**config.mk**
```make
export PLATFORM = sky130hd
export DESIGN_NAME = crc16_frame_encoder_top
export DESIGN_NICKNAME = d
export VERILOG_FILES = /design/src/hdl/crcfe_pkg.sv /design/src/hdl/crcfe_in_stage.sv /design/src/hdl/crcfe_framer.sv /design/src/hdl/crcfe_out_stage.sv /design/src/hdl/crc16_frame_encoder_top.sv
export SDC_FILE = /design/constraint.sdc
export NUM_CORES = 1
export LEC_CHECK = 0
export ABC_CLOCK_PERIOD_IN_PS = 9000
export BUFFER_PORTS_ARGS = -buffer_cell sky130_fd_sc_hd__buf_2
export CAP_MARGIN = 20
export CORE_MARGIN = 3
export CORE_UTILIZATION = 35
export CTS_CLUSTER_DIAMETER = 120
export CTS_CLUSTER_SIZE = 8
export DETAILED_ROUTE_END_ITERATION = 12
export SLEW_MARGIN = 25
export SYNTH_ARGS = -nofsm -noshare
export SYNTH_HDL_FRONTEND = slang
export SYNTH_SLANG_ARGS = --single-unit
export TNS_END_PERCENT = 20
```
**constraint.sdc**
```tcl
create_clock -name clock -period 9 [get_ports clock]
set_clock_uncertainty 0.15 [all_clocks]
set_input_delay 1.35 -clock clock [delete_from_list [all_inputs] [get_ports clock]]
set_output_delay 1.35 -clock clock [all_outputs]
set_load 0.02 [all_outputs]
```
**src/hdl/crcfe_pkg.sv**
```systemverilog
// ----------------------------------------------------------------------------
// crcfe_pkg
// Shared types, constants and the CRC-16/XMODEM byte update for the framer.
// ----------------------------------------------------------------------------
`default_nettype none

package crcfe_pkg;

   localparam logic [15:0] HDR_WORD    = 16'h8668;
   localparam logic [15:0] FTR_WORD    = 16'h55aa;
   localparam logic [15:0] CRC_POLY    = 16'h1021;
   localparam logic [15:0] CRC_TOP     = 16'h8000;
   localparam logic [15:0] LEN_EXTRA   = 16'd3;
   localparam logic [15:0] MAX_PAYLOAD = 16'd65532;

   localparam int unsigned REQ_DATA_W = 32;
   localparam int unsigned RSP_DATA_W = 8;

   typedef enum logic {
      KIND_START = 1'b0,
      KIND_DATA  = 1'b1
   } kind_type;

   typedef struct packed {
      kind_type    kind;
      logic [7:0]  packet_type;
      logic [15:0] payload_length;
      logic [7:0]  data_byte;
   } item_type;

   typedef struct packed {
      logic [7:0] frame_byte;
      logic       frame_end;
      logic       run_last;
   } beat_type;

   typedef enum logic [3:0] {
      ST_NEW,
      ST_HDR_LO,
      ST_LEN_HI,
      ST_LEN_LO,
      ST_TYPE,
      ST_CRC_HI,
      ST_CRC_LO,
      ST_FTR_HI,
      ST_FTR_LO
   } step_type;

   function automatic logic [15:0] crc_byte(input logic [15:0] crc, input logic [7:0] b);
      logic [15:0] c;
      c = crc ^ {b, 8'h00};
      for (int i = 0; i < 8; i++) begin
         if ((c & CRC_TOP) != 16'h0000) begin
            c = {c[14:0], 1'b0} ^ CRC_POLY;
         end else begin
            c = {c[14:0], 1'b0};
         end
      end
      return c;
   endfunction

endpackage

`default_nettype wire

```
**src/hdl/crcfe_in_stage.sv**
```systemverilog
// ----------------------------------------------------------------------------
// crcfe_in_stage
// Input register: holds one item until the framer has used it up.
// ----------------------------------------------------------------------------
`default_nettype none

module crcfe_in_stage
   import crcfe_pkg::*;
(
   input  wire logic     clock,
   input  wire logic     reset,
   input  wire logic     in_valid,
   output      logic     in_ready,
   input  wire item_type in_item,
   input  wire logic     take,
   output      logic     hold_valid,
   output      item_type hold_item
);

   logic     valid_ff, valid_in;
   item_type item_ff;

   assign in_ready   = !valid_ff || take;
   assign hold_valid = valid_ff;
   assign hold_item  = item_ff;

   always_comb begin
      if (in_valid && in_ready) begin
         valid_in = 1'b1;
      end else if (take) begin
         valid_in = 1'b0;
      end else begin
         valid_in = valid_ff;
      end
   end

   always_ff @(posedge clock) begin
      if (reset) begin
         valid_ff <= 1'b0;
      end else begin
         valid_ff <= valid_in;
      end
   end

   always_ff @(posedge clock) begin
      if (in_valid && in_ready) begin
         item_ff <= in_item;
      end
   end

endmodule

`default_nettype wire

```
**src/hdl/crcfe_framer.sv**
```systemverilog
// ----------------------------------------------------------------------------
// crcfe_framer
// Byte sequencer: header, length, type, payload, CRC and footer, one byte
// per cycle while the result register is free, with the running CRC and payload count.
// ----------------------------------------------------------------------------
`default_nettype none

module crcfe_framer
   import crcfe_pkg::*;
(
   input  wire logic     clock,
   input  wire logic     reset,
   input  wire logic     hold_valid,
   input  wire item_type hold_item,
   input  wire logic     slot_free,
   output      logic     emit,
   output      beat_type beat,
   output      logic     take,
   output      logic     busy
);

   step_type    step_ff, step_in;
   logic [15:0] crc_ff, crc_in;
   logic [15:0] rem_ff, rem_in;
   logic        open_ff, open_in;

   logic [15:0] plen_sat;
   logic [15:0] dlen;
   logic [15:0] rem_dec;

   assign plen_sat = (hold_item.payload_length > MAX_PAYLOAD) ? MAX_PAYLOAD
                                                              : hold_item.payload_length;
   assign dlen     = plen_sat + LEN_EXTRA;
   assign rem_dec  = (rem_ff != 16'd0) ? (rem_ff - 16'd1) : 16'd0;
   assign busy     = (step_ff != ST_NEW);

   always_ff @(posedge clock) begin
      if (reset) begin
         step_ff <= ST_NEW;
         crc_ff  <= 16'h0000;
         rem_ff  <= 16'd0;
         open_ff <= 1'b0;
      end else begin
         step_ff <= step_in;
         crc_ff  <= crc_in;
         rem_ff  <= rem_in;
         open_ff <= open_in;
      end
   end

   always_comb begin
      step_in = step_ff;
      crc_in  = crc_ff;
      rem_in  = rem_ff;
      open_in = open_ff;
      emit    = 1'b0;
      take    = 1'b0;
      beat    = '0;
      unique case (step_ff)
         ST_NEW: begin
            if (hold_valid) begin
               if (hold_item.kind == KIND_START) begin
                  if (slot_free) begin
                     emit            = 1'b1;
                     beat.frame_byte = HDR_WORD[15:8];
                     crc_in          = 16'h0000;
                     rem_in          = plen_sat;
                     open_in         = 1'b1;
                     step_in         = ST_HDR_LO;
                  end
               end else if (!open_ff) begin
                  // no frame open: drop
                  take = 1'b1;
               end else if (slot_free) begin
                  emit            = 1'b1;
                  beat.frame_byte = hold_item.data_byte;
                  crc_in          = crc_byte(crc_ff, hold_item.data_byte);
                  rem_in          = rem_dec;
                  if (rem_dec == 16'd0) begin
                     step_in = ST_CRC_HI;
                  end else begin
                     beat.run_last = 1'b1;
                     take          = 1'b1;
                  end
               end
            end
         end
         ST_HDR_LO: begin
            if (slot_free) begin
               emit            = 1'b1;
               beat.frame_byte = HDR_WORD[7:0];
               step_in         = ST_LEN_HI;
            end
         end
         ST_LEN_HI: begin
            if (slot_free) begin
               emit            = 1'b1;
               beat.frame_byte = dlen[15:8];
               crc_in          = crc_byte(crc_ff, dlen[15:8]);
               step_in         = ST_LEN_LO;
            end
         end
         ST_LEN_LO: begin
            if (slot_free) begin
               emit            = 1'b1;
               beat.frame_byte = dlen[7:0];
               crc_in          = crc_byte(crc_ff, dlen[7:0]);
               step_in         = ST_TYPE;
            end
         end
         ST_TYPE: begin
            if (slot_free) begin
               emit            = 1'b1;
               beat.frame_byte = hold_item.packet_type;
               crc_in          = crc_byte(crc_ff, hold_item.packet_type);
               if (rem_ff == 16'd0) begin
                  step_in = ST_CRC_HI;
               end else begin
                  beat.run_last = 1'b1;
                  take          = 1'b1;
                  step_in       = ST_NEW;
               end
            end
         end
         ST_CRC_HI: begin
            if (slot_free) begin
               emit            = 1'b1;
               beat.frame_byte = crc_ff[15:8];
               step_in         = ST_CRC_LO;
            end
         end
         ST_CRC_LO: begin
            if (slot_free) begin
               emit            = 1'b1;
               beat.frame_byte = crc_ff[7:0];
               step_in         = ST_FTR_HI;
            end
         end
         ST_FTR_HI: begin
            if (slot_free) begin
               emit            = 1'b1;
               beat.frame_byte = FTR_WORD[15:8];
               step_in         = ST_FTR_LO;
            end
         end
         ST_FTR_LO: begin
            if (slot_free) begin
               emit            = 1'b1;
               beat.frame_byte = FTR_WORD[7:0];
               beat.frame_end  = 1'b1;
               beat.run_last   = 1'b1;
               take            = 1'b1;
               crc_in          = 16'h0000;
               rem_in          = 16'd0;
               open_in         = 1'b0;
               step_in         = ST_NEW;
            end
         end
         default: begin
            step_in = ST_NEW;
         end
      endcase
   end

endmodule

`default_nettype wire

```
**src/hdl/crcfe_out_stage.sv**
```systemverilog
// ----------------------------------------------------------------------------
// crcfe_out_stage
// Result register: one frame byte waiting for transfer on the result side.
// ----------------------------------------------------------------------------
`default_nettype none

module crcfe_out_stage
   import crcfe_pkg::*;
(
   input  wire logic     clock,
   input  wire logic     reset,
   input  wire logic     load,
   input  wire beat_type beat,
   output      logic     slot_free,
   output      logic     out_valid,
   input  wire logic     out_ready,
   output      beat_type out_beat
);

   logic     valid_ff, valid_in;
   beat_type beat_ff;

   assign slot_free = !valid_ff || out_ready;
   assign out_valid = valid_ff;
   assign out_beat  = beat_ff;

   always_comb begin
      if (load) begin
         valid_in = 1'b1;
      end else if (out_ready) begin
         valid_in = 1'b0;
      end else begin
         valid_in = valid_ff;
      end
   end

   always_ff @(posedge clock) begin
      if (reset) begin
         valid_ff <= 1'b0;
      end else begin
         valid_ff <= valid_in;
      end
   end

   always_ff @(posedge clock) begin
      if (load) begin
         beat_ff <= beat;
      end
   end

endmodule

`default_nettype wire

```
**src/hdl/crc16_frame_encoder_top.sv**
```systemverilog
// ----------------------------------------------------------------------------
// crc16_frame_encoder_top
// Length-prefixed frame builder with CRC-16/XMODEM and fixed header/footer.
// ----------------------------------------------------------------------------
// Path: req item in the input register, framer, byte-wide result register.
// Throughput: one byte per cycle while rsp_tready is high; a payload item gives
//   its byte (then CRC and footer when it closes the frame), a start item its
//   header, length and type (then CRC, footer at zero length), a dropped item none.
// Reset: synchronous, clears both stage valids, sequencer, CRC, count, frame.
// ----------------------------------------------------------------------------
`default_nettype none

module crc16_frame_encoder_top
   import crcfe_pkg::*;
(
   input  wire logic                  clock,
   input  wire logic                  reset,
   input  wire logic                  req_tvalid,
   output      logic                  req_tready,
   input  wire logic [REQ_DATA_W-1:0] req_tdata,  // packet_type, payload_length, data_byte
   input  wire logic                  req_tuser,  // kind
   output      logic                  rsp_tvalid,
   input  wire logic                  rsp_tready,
   output      logic [RSP_DATA_W-1:0] rsp_tdata,  // frame_byte
   output      logic                  rsp_tlast,  // frame_end
   output      logic                  rsp_tuser   // run_last
);

   item_type req_item;
   item_type hold_item;
   beat_type beat;
   beat_type out_beat;
   logic     hold_valid;
   logic     take;
   logic     emit;
   logic     slot_free;
   logic     busy;

   assign req_item.kind           = kind_type'(req_tuser);
   assign req_item.packet_type    = req_tdata[7:0];
   assign req_item.payload_length = req_tdata[23:8];
   assign req_item.data_byte      = req_tdata[31:24];

   crcfe_in_stage u_in_stage (
      .clock      (clock),
      .reset      (reset),
      .in_valid   (req_tvalid),
      .in_ready   (req_tready),
      .in_item    (req_item),
      .take       (take),
      .hold_valid (hold_valid),
      .hold_item  (hold_item)
   );

   crcfe_framer u_framer (
      .clock      (clock),
      .reset      (reset),
      .hold_valid (hold_valid),
      .hold_item  (hold_item),
      .slot_free  (slot_free),
      .emit       (emit),
      .beat       (beat),
      .take       (take),
      .busy       (busy)
   );

   crcfe_out_stage u_out_stage (
      .clock     (clock),
      .reset     (reset),
      .load      (emit),
      .beat      (beat),
      .slot_free (slot_free),
      .out_valid (rsp_tvalid),
      .out_ready (rsp_tready),
      .out_beat  (out_beat)
   );

   assign rsp_tdata = out_beat.frame_byte;
   assign rsp_tlast = out_beat.frame_end;
   assign rsp_tuser = out_beat.run_last;

   // mid-item sequencing needs the item still held
   a_busy_holds_item: assert property (@(posedge clock) disable iff (reset)
      busy |-> hold_valid)
      else $error("framer mid-item without a held item");

   // frame end is always the last byte of its item and is the footer tail
   a_end_is_last: assert property (@(posedge clock) disable iff (reset)
      (rsp_tvalid && rsp_tlast) |-> (rsp_tuser && (rsp_tdata == FTR_WORD[7:0])))
      else $error("frame end on a byte that is not the footer tail");

   // a new byte only enters when the result register is free
   a_no_overwrite: assert property (@(posedge clock) disable iff (reset)
      (rsp_tvalid && !rsp_tready) |=> ($stable(rsp_tdata) && rsp_tvalid))
      else $error("result register overwritten while stalled");

endmodule

`default_nettype wire
```
==> impl_metrics.tcl <==
set metrics [dict create \
    globalRoute.totalOverflow 0 \
    design.portCount 49 \
    antenna_cells 0 \
    dpl.hpwl_mm 13.5 \
    power.share.clock_pct 16.2 \
    cp_num_buf_inv 3 \
    worstSetupStartpointType "flip-flop" \
    count_of_buffers_added_by_post_cts_timing_repair_for_setup 0 \
    port_buffers 48 \
    timing.final.setup_violations 0 \
    power_switching_share_pct 46.6 \
    ys_top_cells_by_area "sky130_fd_sc_hd__edfxtp_1, sky130_fd_sc_hd__dfxtp_1, sky130_fd_sc_hd__xnor2_1" \
    cts-buffers-inserted 9 \
    detail_route.iter0.violations 739 \
    clock_insertion_delay_worst_skew_ns 0.36 \
    share_of_final_layout_standard_cells_stronger_than_drive_strength_1_pct 11.6 \
    maxClockFrequency_mhz 205 \
    setup_repair_after_global_routing_missed_its_margin "no" \
    post_cts_resize_count 0 \
    wire_per_inst_um 19.7 \
    grt_util_all_layers_pct 19.8 \
    timing.max_slew.rel_slack_pct 30.4 \
    postSynthAreaPerCell_um2 8.36 \
    ant_nets 0 \
    worst_path_dominant_cell_family "compound AO/OA/AOI/OAI gates" \
    power.net_switching_mw 1.11 \
    synth-warning-count 0 \
    placement_rows 47 \
    area_occupied_by_multi_input_gates_um2 3760 \
    floorplan.initialDensity_pct 36.4 \
    cts_tree "built" \
    synth_edf_count 43 \
    whs_ns 0.398 \
    totalPowerFinal_mw 2.37 \
    firstDrtPassIters 5 \
    period_share_pct 54.2 \
    crit_path_max_incr_delay_ns 0.53 \
    crit_path_max_fanout 5 \
    slowest_stage "sky130_fd_sc_hd__or4_4" \
    max-cap-violations 0 \
    htreeDepth 3 \
    cp_common_cell "sky130_fd_sc_hd__a2111o_1" \
    power.combinational.fraction_pct 56.4 \
    vdd_ir_drop_max_uv 193 \
    worst-endpoint-required_ns 7.50 \
    area_fraction_of_the_dominant_cell_type_after_synthesis_pct 21.1 \
    synth_top_area_cell "sky130_fd_sc_hd__edfxtp_1" \
    postSynthNetCount 771 \
    layout-area-overhead-vs-synth_pct 10.6 \
    worst-setup-path-type "reg -> out" \
    place_congestion 0.914 \
    outcome "completed" \
    tightestPinTransition_ns 1.04 \
    number_of_global_route_vias_before_repair 5214 \
    floorplan.core_area_um2 16800 \
    final.fill_count 1735 \
    largest_net_degree_at_the_start_of_global_routing 57 \
    design.die.area_um2 19100 \
    die-height_um 138 \
    async_reset_ff_share_pct 0 \
    power_density_nw_per_um2 351 \
    power.static_leakage_nw 2.47 \
    grt_pass1_wl_mm 29.9 \
    synth_area_um2 6120 \
    worst_setup_hold_path_clk_slew_ns 0.06 \
    totalNegativeSetupSlack_ns 0 \
    drt_drc_violations_left 0 \
    netlist_instances 732 \
    ff_latch_area_um2 2070 \
    internal-power_mw 1.27 \
    root_buffer "sky130_fd_sc_hd__clkbuf_16" \
    vias 5654 \
    report.final.slew_viol_count 0 \
    synth_cell_types 77 \
    grt_antenna_before_repair 0 \
    chipWidth_um 138 \
    cts_hold_buffers 0 \
    report.final.hold_viol_count 0 \
    nets_final 785 \
    ys_ff_latch 82 \
    sequentialPowerShare_pct 27.3 \
    synth_sequential_area_ratio_pct 33.9 \
    cts_sinks 82 \
    worst-endpoint-arrival_ns 3.38 \
    crit_chain "inv_2 -> ha_1 -> inv_1 -> or4_1 -> a2111o_1 -> or4_4 -> a2111o_1 -> a211o_2 -> buf_2" \
    critical_path_endpoint_category "primary output" \
    post-route-min-period_ns 4.88 \
    route.detailed.vias_per_inst 5.82 \
    holdCritPathClass "reg -> reg" \
    wirelength_mm 19.1 \
    cts.path.max_buffers 2 \
    ys_dominant_reg_cell "sky130_fd_sc_hd__edfxtp_1" \
]
[path summary, 6_finish.rpt]
check,start,end,slack [ns],cells after the start
min reg2reg,u_framer.rem_ff[8]$_SDFFE_PP0P_,u_framer.rem_ff[8]$_SDFFE_PP0P_,0.40,2
max,u_framer.rem_ff[0]$_SDFFE_PP0P_,req_tready,4.12,9
max reg2reg,u_in_stage.hold_item[15]$_DFFE_PP_,u_framer.crc_ff[12]$_SDFFE_PP0P_,4.80,11
min,u_framer.rem_ff[8]$_SDFFE_PP0P_,u_framer.rem_ff[8]$_SDFFE_PP0P_,0.40,2
[synth_stat cells, types with 12 or more instances]
cell                        n
sky130_fd_sc_hd__clkbuf_1  39
sky130_fd_sc_hd__inv_1     13
sky130_fd_sc_hd__edfxtp_1  43
sky130_fd_sc_hd__mux2i_1   12
sky130_fd_sc_hd__dfxtp_1   39
sky130_fd_sc_hd__a21oi_1   66
sky130_fd_sc_hd__nand2_1   67
sky130_fd_sc_hd__o21ai_0   37
sky130_fd_sc_hd__nand3_1   19
sky130_fd_sc_hd__xor2_1    29
sky130_fd_sc_hd__nor2_1    79
sky130_fd_sc_hd__xnor2_1   64
sky130_fd_sc_hd__nor3_1    21
[metrics by stage]
| stage | setup slack (ns) | util [%] | instance area (um2) | std cells |
|---|---|---|---|---|
| 2_1_floorplan | 4.77 | - | 6120 | 732 |
| 3_3_place_gp | 4.54 | 38.4 | 6460 | 955 |
| 3_5_place_dp | 4.51 | 38.4 | 6460 | 955 |
| 4_1_cts | 4.12 | 40.2 | 6770 | 971 |
| 5_1_grt | 3.98 | 40.2 | 6770 | 971 |
| 6_report | 4.12 | 40.2 | 6770 | 971 |
[routing by layer]
metal / vias to the layer above / track usage (%) / part of all wire, %
met5: - / 0 / 0
met4: 0 / 5.62 / 2.0
met3: 37 / 5.73 / 8.2
met2: 254 / 29.3 / 43
met1: 2652 / 28.1 / 46
li1: 2711 / - / -
[cell type report]
type / instances / share of cell area (%)
clock inverter: 6 / 0.961
timing repair buffer: 57 / 4.55
inverter: 14 / 0.776
clock buffer: 10 / 3.53
tap: 220 / 4.07
sequential: 82 / 30.6
multi-input combinational: 582 / 55.5
[cells by family (layout without fill, tap and decap cells)]
logic type / after synthesis / in the layout / synth area share (%)
XOR/XNOR: 98 / 98 / 15.2
multiplexers: 16 / 16 / 2.70
buffers and inverters: 68 / 87 / 4.80
AO/OA/AOI/OAI: 206 / 206 / 22.3
flip-flops: 82 / 82 / 33.9
adder cells (fa/ha/maj): 2 / 2 / 0.409
AND/OR/NAND/NOR: 260 / 260 / 20.7
[cells in the final DEF, fill, tap and decap left out, types with 13 or more instances in the layout]
master and instances:
sky130_fd_sc_hd__xnor2_1 64, sky130_fd_sc_hd__dfxtp_1 39, sky130_fd_sc_hd__nand2_1 67, sky130_fd_sc_hd__edfxtp_1 43, sky130_fd_sc_hd__buf_2 48, sky130_fd_sc_hd__nor3_1 21
sky130_fd_sc_hd__a21oi_1 66, sky130_fd_sc_hd__nand3_1 19, sky130_fd_sc_hd__nor2_1 78, sky130_fd_sc_hd__o21ai_0 37, sky130_fd_sc_hd__inv_1 13, sky130_fd_sc_hd__xor2_1 29
[sequential cells by signal (all words and copies together) (netlist names)]
| register | cells |
|---|---|
| u_in_stage.hold_item | 33 |
| u_framer.crc_ff | 16 |
| u_framer.rem_ff | 16 |
| u_out_stage.out_beat | 10 |
| u_framer.step_ff | 4 |
| u_framer.open_ff | 1 |
| u_in_stage.hold_valid | 1 |
| u_out_stage.out_valid | 1 |
[power by group through the flow]
stage,clock network [mW],registers [mW],logic [mW]
after floorplan,0,0.590,1.05
after global placement,0,0.650,1.32
after detailed placement,0,0.650,1.32
after CTS,0.395,0.643,1.33
after global routing,0.411,0.661,1.47
final,0.386,0.649,1.34
[worst register-to-register path: cells and delay by family, from the launching register on]
family / cells / cell delay [ns]
adders and majority gates: 1 / 0.30
DFF: 1 / 0.48
xor gates and xnor gates: 4 / 1.10
AOI/OAI and AO/OA: 2 / 0.92
and+or+nand+nor: 4 / 1.15
Note: power is estimated with default switching activity, not from simulation.
